**src/hw/rtl/svx_pkg.sv**
```systemverilog
// ----------------------------------------------------------------------------
// svx_pkg
// constants, opcodes and status codes of the stack machine execute unit
// ----------------------------------------------------------------------------
package svx_pkg;
    localparam int STACK_DEPTH = 256;
    localparam int HEAP_WORDS  = 1024;
    localparam int CALL_DEPTH  = 64;
    localparam int SP_W  = $clog2(STACK_DEPTH);
    localparam int HA_W  = $clog2(HEAP_WORDS);
    localparam int RP_W  = $clog2(CALL_DEPTH);

    localparam logic [4:0] OP_PUSH = 5'd0,  OP_DUP = 5'd1,  OP_COPY = 5'd2;
    localparam logic [4:0] OP_SWAP = 5'd3,  OP_DROP = 5'd4, OP_SLIDE = 5'd5;
    localparam logic [4:0] OP_ADD = 5'd6,   OP_SUB = 5'd7,  OP_MUL = 5'd8;
    localparam logic [4:0] OP_DIV = 5'd9,   OP_MOD = 5'd10, OP_STORE = 5'd11;
    localparam logic [4:0] OP_RETR = 5'd12, OP_LABEL = 5'd13, OP_CALL = 5'd14;
    localparam logic [4:0] OP_JUMP = 5'd15, OP_JZ = 5'd16,  OP_JNEG = 5'd17;
    localparam logic [4:0] OP_RET = 5'd18,  OP_END = 5'd19, OP_OUTC = 5'd20;
    localparam logic [4:0] OP_OUTN = 5'd21, OP_READC = 5'd22, OP_READN = 5'd23;

    localparam logic [2:0] ST_OK = 3'd0, ST_JUMP = 3'd1, ST_EXIT = 3'd2;
    localparam logic [2:0] ST_UNDER = 3'd3, ST_HEAP = 3'd4, ST_DIV0 = 3'd5;
    localparam logic [2:0] ST_OVER = 3'd6, ST_HALT = 3'd7;

    // commands from controller to datapath
    typedef struct packed {
        logic       load;      // capture instruction
        logic       rd_a;      // read top entry
        logic       rd_b;      // read second entry / indexed entry
        logic       rd_heap;   // read heap at top value
        logic       rd_ret;    // read return stack
        logic       div_start;
        logic       mul_go;    // register product
        logic       commit;    // apply results, build output word
        logic       clr_step;  // heap clear sweep step
    } t_cmd;

    // status from datapath to controller
    typedef struct packed {
        logic       div_busy;
        logic       clr_done;
    } t_stat;
endpackage

```
**src/hw/rtl/svx_ctrl.sv**
```systemverilog
// ----------------------------------------------------------------------------
// svx_ctrl
// sequencer: clear heap after reset, read operands, run arithmetic, commit, hand off result word
// ----------------------------------------------------------------------------
module svx_ctrl (
    input  logic        i_clk,
    input  logic        i_rst_n,
    input  logic        i_in_valid,
    output logic        o_in_ready,
    output logic        o_out_valid,
    input  logic        i_out_ready,
    input  svx_pkg::t_stat i_stat,
    output svx_pkg::t_cmd o_cmd
);
    localparam logic [2:0] S_CLEAR = 3'd0, S_IDLE = 3'd1, S_RD1 = 3'd2;
    localparam logic [2:0] S_RD2 = 3'd3, S_EXEC = 3'd4, S_WAIT = 3'd5;
    localparam logic [2:0] S_COMMIT = 3'd6;

    logic [2:0] r_state, n_state;
    logic       r_ov, n_ov;

    // next-state and commands
    always_comb begin
        n_state = r_state; n_ov = r_ov;
        o_cmd = '0;
        o_cmd.clr_step = (r_state == S_CLEAR);
        if (r_ov && i_out_ready) n_ov = 1'b0;
        case (r_state)
            S_CLEAR: if (i_stat.clr_done) n_state = S_IDLE;
            S_IDLE: if (i_in_valid) begin o_cmd.load = 1'b1; n_state = S_RD1; end
            S_RD1: begin o_cmd.rd_a = 1'b1; o_cmd.rd_b = 1'b1; o_cmd.rd_ret = 1'b1;
                n_state = S_RD2; end
            S_RD2: begin o_cmd.rd_heap = 1'b1; o_cmd.mul_go = 1'b1; n_state = S_EXEC; end
            S_EXEC: begin o_cmd.div_start = 1'b1; n_state = S_WAIT; end
            S_WAIT: if (!i_stat.div_busy) n_state = S_COMMIT;
            S_COMMIT: if (!r_ov || i_out_ready) begin
                o_cmd.commit = 1'b1; n_ov = 1'b1; n_state = S_IDLE; end
            default: n_state = S_IDLE;
        endcase
    end

    always_ff @(posedge i_clk) begin
        if (!i_rst_n) begin
            r_state <= S_CLEAR; r_ov <= 1'b0;
        end else begin
            r_state <= n_state; r_ov <= n_ov;
        end
    end

    assign o_in_ready  = (r_state == S_IDLE);
    assign o_out_valid = r_ov;
endmodule

```
**config.mk**
```make
export PLATFORM = sky130hd
export DESIGN_NAME = svx_ctrl
export DESIGN_NICKNAME = d
export VERILOG_FILES = /design/src/hw/rtl/svx_pkg.sv /design/src/hw/rtl/svx_ctrl.sv
export SDC_FILE = /design/constraint.sdc
export NUM_CORES = 1
export LEC_CHECK = 0
export ABC_AREA = 0
export BUFFER_PORTS_ARGS = -buffer_cell sky130_fd_sc_hd__buf_2
export CAP_MARGIN = 20
export CELL_PAD_IN_SITES_DETAIL_PLACEMENT = 0
export CELL_PAD_IN_SITES_GLOBAL_PLACEMENT = 1
export CORE_AREA = 8 8 45 47
export CTS_CLUSTER_DIAMETER = 40
export DETAILED_ROUTE_END_ITERATION = 12
export DIE_AREA = 0 0 53 55
export PLACE_DENSITY = 0.73
export SYNTH_ARGS = -nofsm -noshare
export SYNTH_HDL_FRONTEND = slang
export SYNTH_SLANG_ARGS = --single-unit
```
**constraint.sdc**
```tcl
create_clock -name i_clk -period 4.1 [get_ports i_clk]
set_input_delay 0.82 -clock i_clk [delete_from_list [all_inputs] [get_ports i_clk]]
set_output_delay 0.82 -clock i_clk [all_outputs]
set_load 0.01 [all_outputs]
```
==> run summary <==
Run status
* finished clean — status

Worst setup path
* 11 — worst-path maximum fanout
* r_state[1] — Critical Path Source
* 1.50 ns — data arrival time of the worst path
* flop to primary output — Crit Path Class
* flop — crit path launch type
* r_state[1] — origin of the critical flop-to-flop path
* 3.28 ns — data required time at the worst endpoint
* primary output — Critical Path Sink Type

Floorplan
* 17 — IO Pins
* 26.1% — Initial Util
* 53 microns — die width
* 55 microns — Die Y
* 14 — standard-cell row count
* 0.00292 sq mm — DIE AREA
* 0.00138 sq mm — total core area

Layout
* 32.2% — utilization after layout
* 0 — antenna diode count
* 42.4% — share of layout cells above drive strength 1
* 23.2% — Area Growth Syn to Fin
* 68 — net total in the final layout

Clocking
* 3 — total CTS buffers
* 0.24 ns — clock latency at the later pin of the worst-skew pair
* 2 — buffer depth of the longest clock path
* clkbuf_4 — cell chosen for the clock root
* 0 — number of instances resized during post-cts repair
* 0 — Post-CTS Setup Repair Bufs
* yes — clock tree from TritonCTS
* 1 — H-tree lvl count
* 4 — clock tree sinks
* 0.04 ns — Worst-path clk slew
* 0 — cts hold-fix bufs

Global routing
* 0 — total gr overflow
* 0 — number of antenna violations at the first check in global routing
* 6.50% — global-route total usage across every layer
* 1450 microns — first-pass GRT wire length
* 16 — largest net degree at the start of global routing
* 358 — vias in the first global route

Min path
* o_out_valid — HP Start
* flop to flop — worst hold path class

Timing
* 2.32 ns — min cycle time layout
* 432 MHz — f_max
* 56.5% — share of the clock period used by the worst path
* no — RSZ-0062 raised after global routing
* 64.7% — worst-case headroom to the max-slew limit
* 0 — number of hold-slack violations in the final timing report
* 0.00353 ns — clock tree skew after final layout
* 0.529 ns — measured slew at the worst slew-check pin
* 0 — final-report max-slew violation count
* 0 — final setup vio count
* 0 ns — Setup Total Neg Slack

Detailed routing
* 368 microns — routed metal-1 wirelength
* 452 microns — met2 wire length
* 4.97 — via-per-instance ratio
* 0 — Post-DRT Antenna Nets
* 0 — number of design rule violations left after detail routing
* 71 microns — met3 wirelength from detailed routing
* 11.9 microns — average detailed-routed wire length per instance
* 5 — violation count after the first detailed-routing iteration
* met3 — Max Used Layer
* 373 — total vias in the final route
* 892 microns — wire length after detailed routing
* 4 — count of TritonRoute iterations in the first routing pass

Synth
* 29 — number of library cell types mapped by synthesis
* nand2_1 — cell with the most instances after synthesis
* 22.1% — share of the yosys chip area belonging to registers
* 0% — asr flop ratio synth
* 0 — Synth warnings
* dfxtp_1 — cell type with the largest total area after synthesis
* dfxtp_1 — most instantiated flip-flop cell in the synthesis netlist
* 52 — Synth Net Count
* 6 x nand2_1, 4 x dfxtp_1, 3 x buf_4 — leading cell types by count after synthesis
* 22.1% — fraction of synthesized cell area taken by the top area cell type
* dfxtp_1 22%, nor4bb_4 6.9%, buf_4 6.2% — dominant cells by area after synthesis
* 8.04 sq um — Synth Area per Inst
* 45 — post-synthesis instance total
* 4 — flops & latches, synth
* 0 — count of flip-flops with a built-in enable after synthesis
* 362 sq um — synthesized cell area

Power
* 18.1% — proportion of power drawn by the clock network
* 0.146 mW — internal power of the cells
* 0.124 mW — P_sw
* 45.8% — net switching fraction of the power
* 607 mW/mm^2 — total power divided by cell area
* 30.8% — share of power burned in registers
* 0.215 nW — leak pwr
* 51.0% — portion of total power attributed to combinational logic
* 158 uV — largest voltage drop on the vdd net

Place
* 701 microns — hpwl dp
* 16 — port bufs
* 0.657 — Routability Congestion

Run
* 0 — max-cap violation count

registers in the layout, indices dropped and copies added, names as in the netlist:
| register | count |
|---|---|
| o_out_valid | 1 |
| r_state | 3 |
layer usage:
layer	global-route usage, %	up-vias
met4	1.29	0
met1	6.36	176
met2	11.9	11
li1	-	186
met3	3.48	0
met5	0	-
kinds of logic after synthesis:
kind of cell	Yosys count	share of synthesized area, %
and+or+nand+nor	19	34.3
muxes	2	5.54
AOI/OAI and AO/OA	10	19.7
buffers and inverters	9	14.9
DFF	4	22.1
adders and majority gates	1	3.46
critical path, cell delays in order, from the launching register on:
cell and delay (ns):
dfxtp_1 0.51, inv_2 0.10, or3_1 0.40, nor2b_1 0.11
buf_2 0.13
power by group through the flow:
| stage | clock network, mW | logic, mW | registers, mW |
|---|---|---|---|
| after global routing | 0.0561 | 0.155 | 0.0880 |
| after global placement | 0 | 0.137 | 0.0855 |
| after detailed placement | 0 | 0.140 | 0.0839 |
| after CTS | 0.0523 | 0.140 | 0.0831 |
| final | 0.0490 | 0.138 | 0.0834 |
| after floorplan | 0 | 0.134 | 0.0622 |
area by class of cell:
type / instances / area (sq um)
Inverter: 4 / 15.0
Clock buffer: 3 / 22.5
Timing Repair Buffer: 16 / 80.1
Tap cell: 16 / 20.0
Fill cell: 153 / 938
Multi-Input combinational cell: 32 / 228
Sequential cell: 4 / 80.1
placed cells by master, fill, tap and decap left out, drive strengths merged, types with 2 or more instances in the layout:
| cell | instances |
|---|---|
| a21oi | 2 |
| o21ai | 2 |
| nand2 | 7 |
| and3 | 2 |
| inv | 4 |
| dfxtp | 4 |
| buf | 16 |
| clkbuf | 3 |
| nor3 | 3 |
| mux2i | 2 |
worst paths after layout:
kind	endpoint	slack, ns	cells after the start
worst max-delay path	o_cmd[1]	1.78	4
worst min-delay path	o_out_valid	0.51	2
worst max register to register	r_state[1]	2.56	5
worst min register to register	o_out_valid	0.51	2
through the flow:
stage	cell area, sq um	hold WS [ns]	instances	setup WS [ns]	power [mW]
after global placement	423	0.501	72	1.95	0.223
after CTS	445	0.519	75	1.77	0.276
after detailed placement	423	0.500	72	1.94	0.224
final	445	0.513	75	1.78	0.270
after floorplan	362	0.516	45	2.16	0.196
after global routing	445	0.538	75	1.64	0.299
No activity file was read; power rests on OpenSTA's default activity.
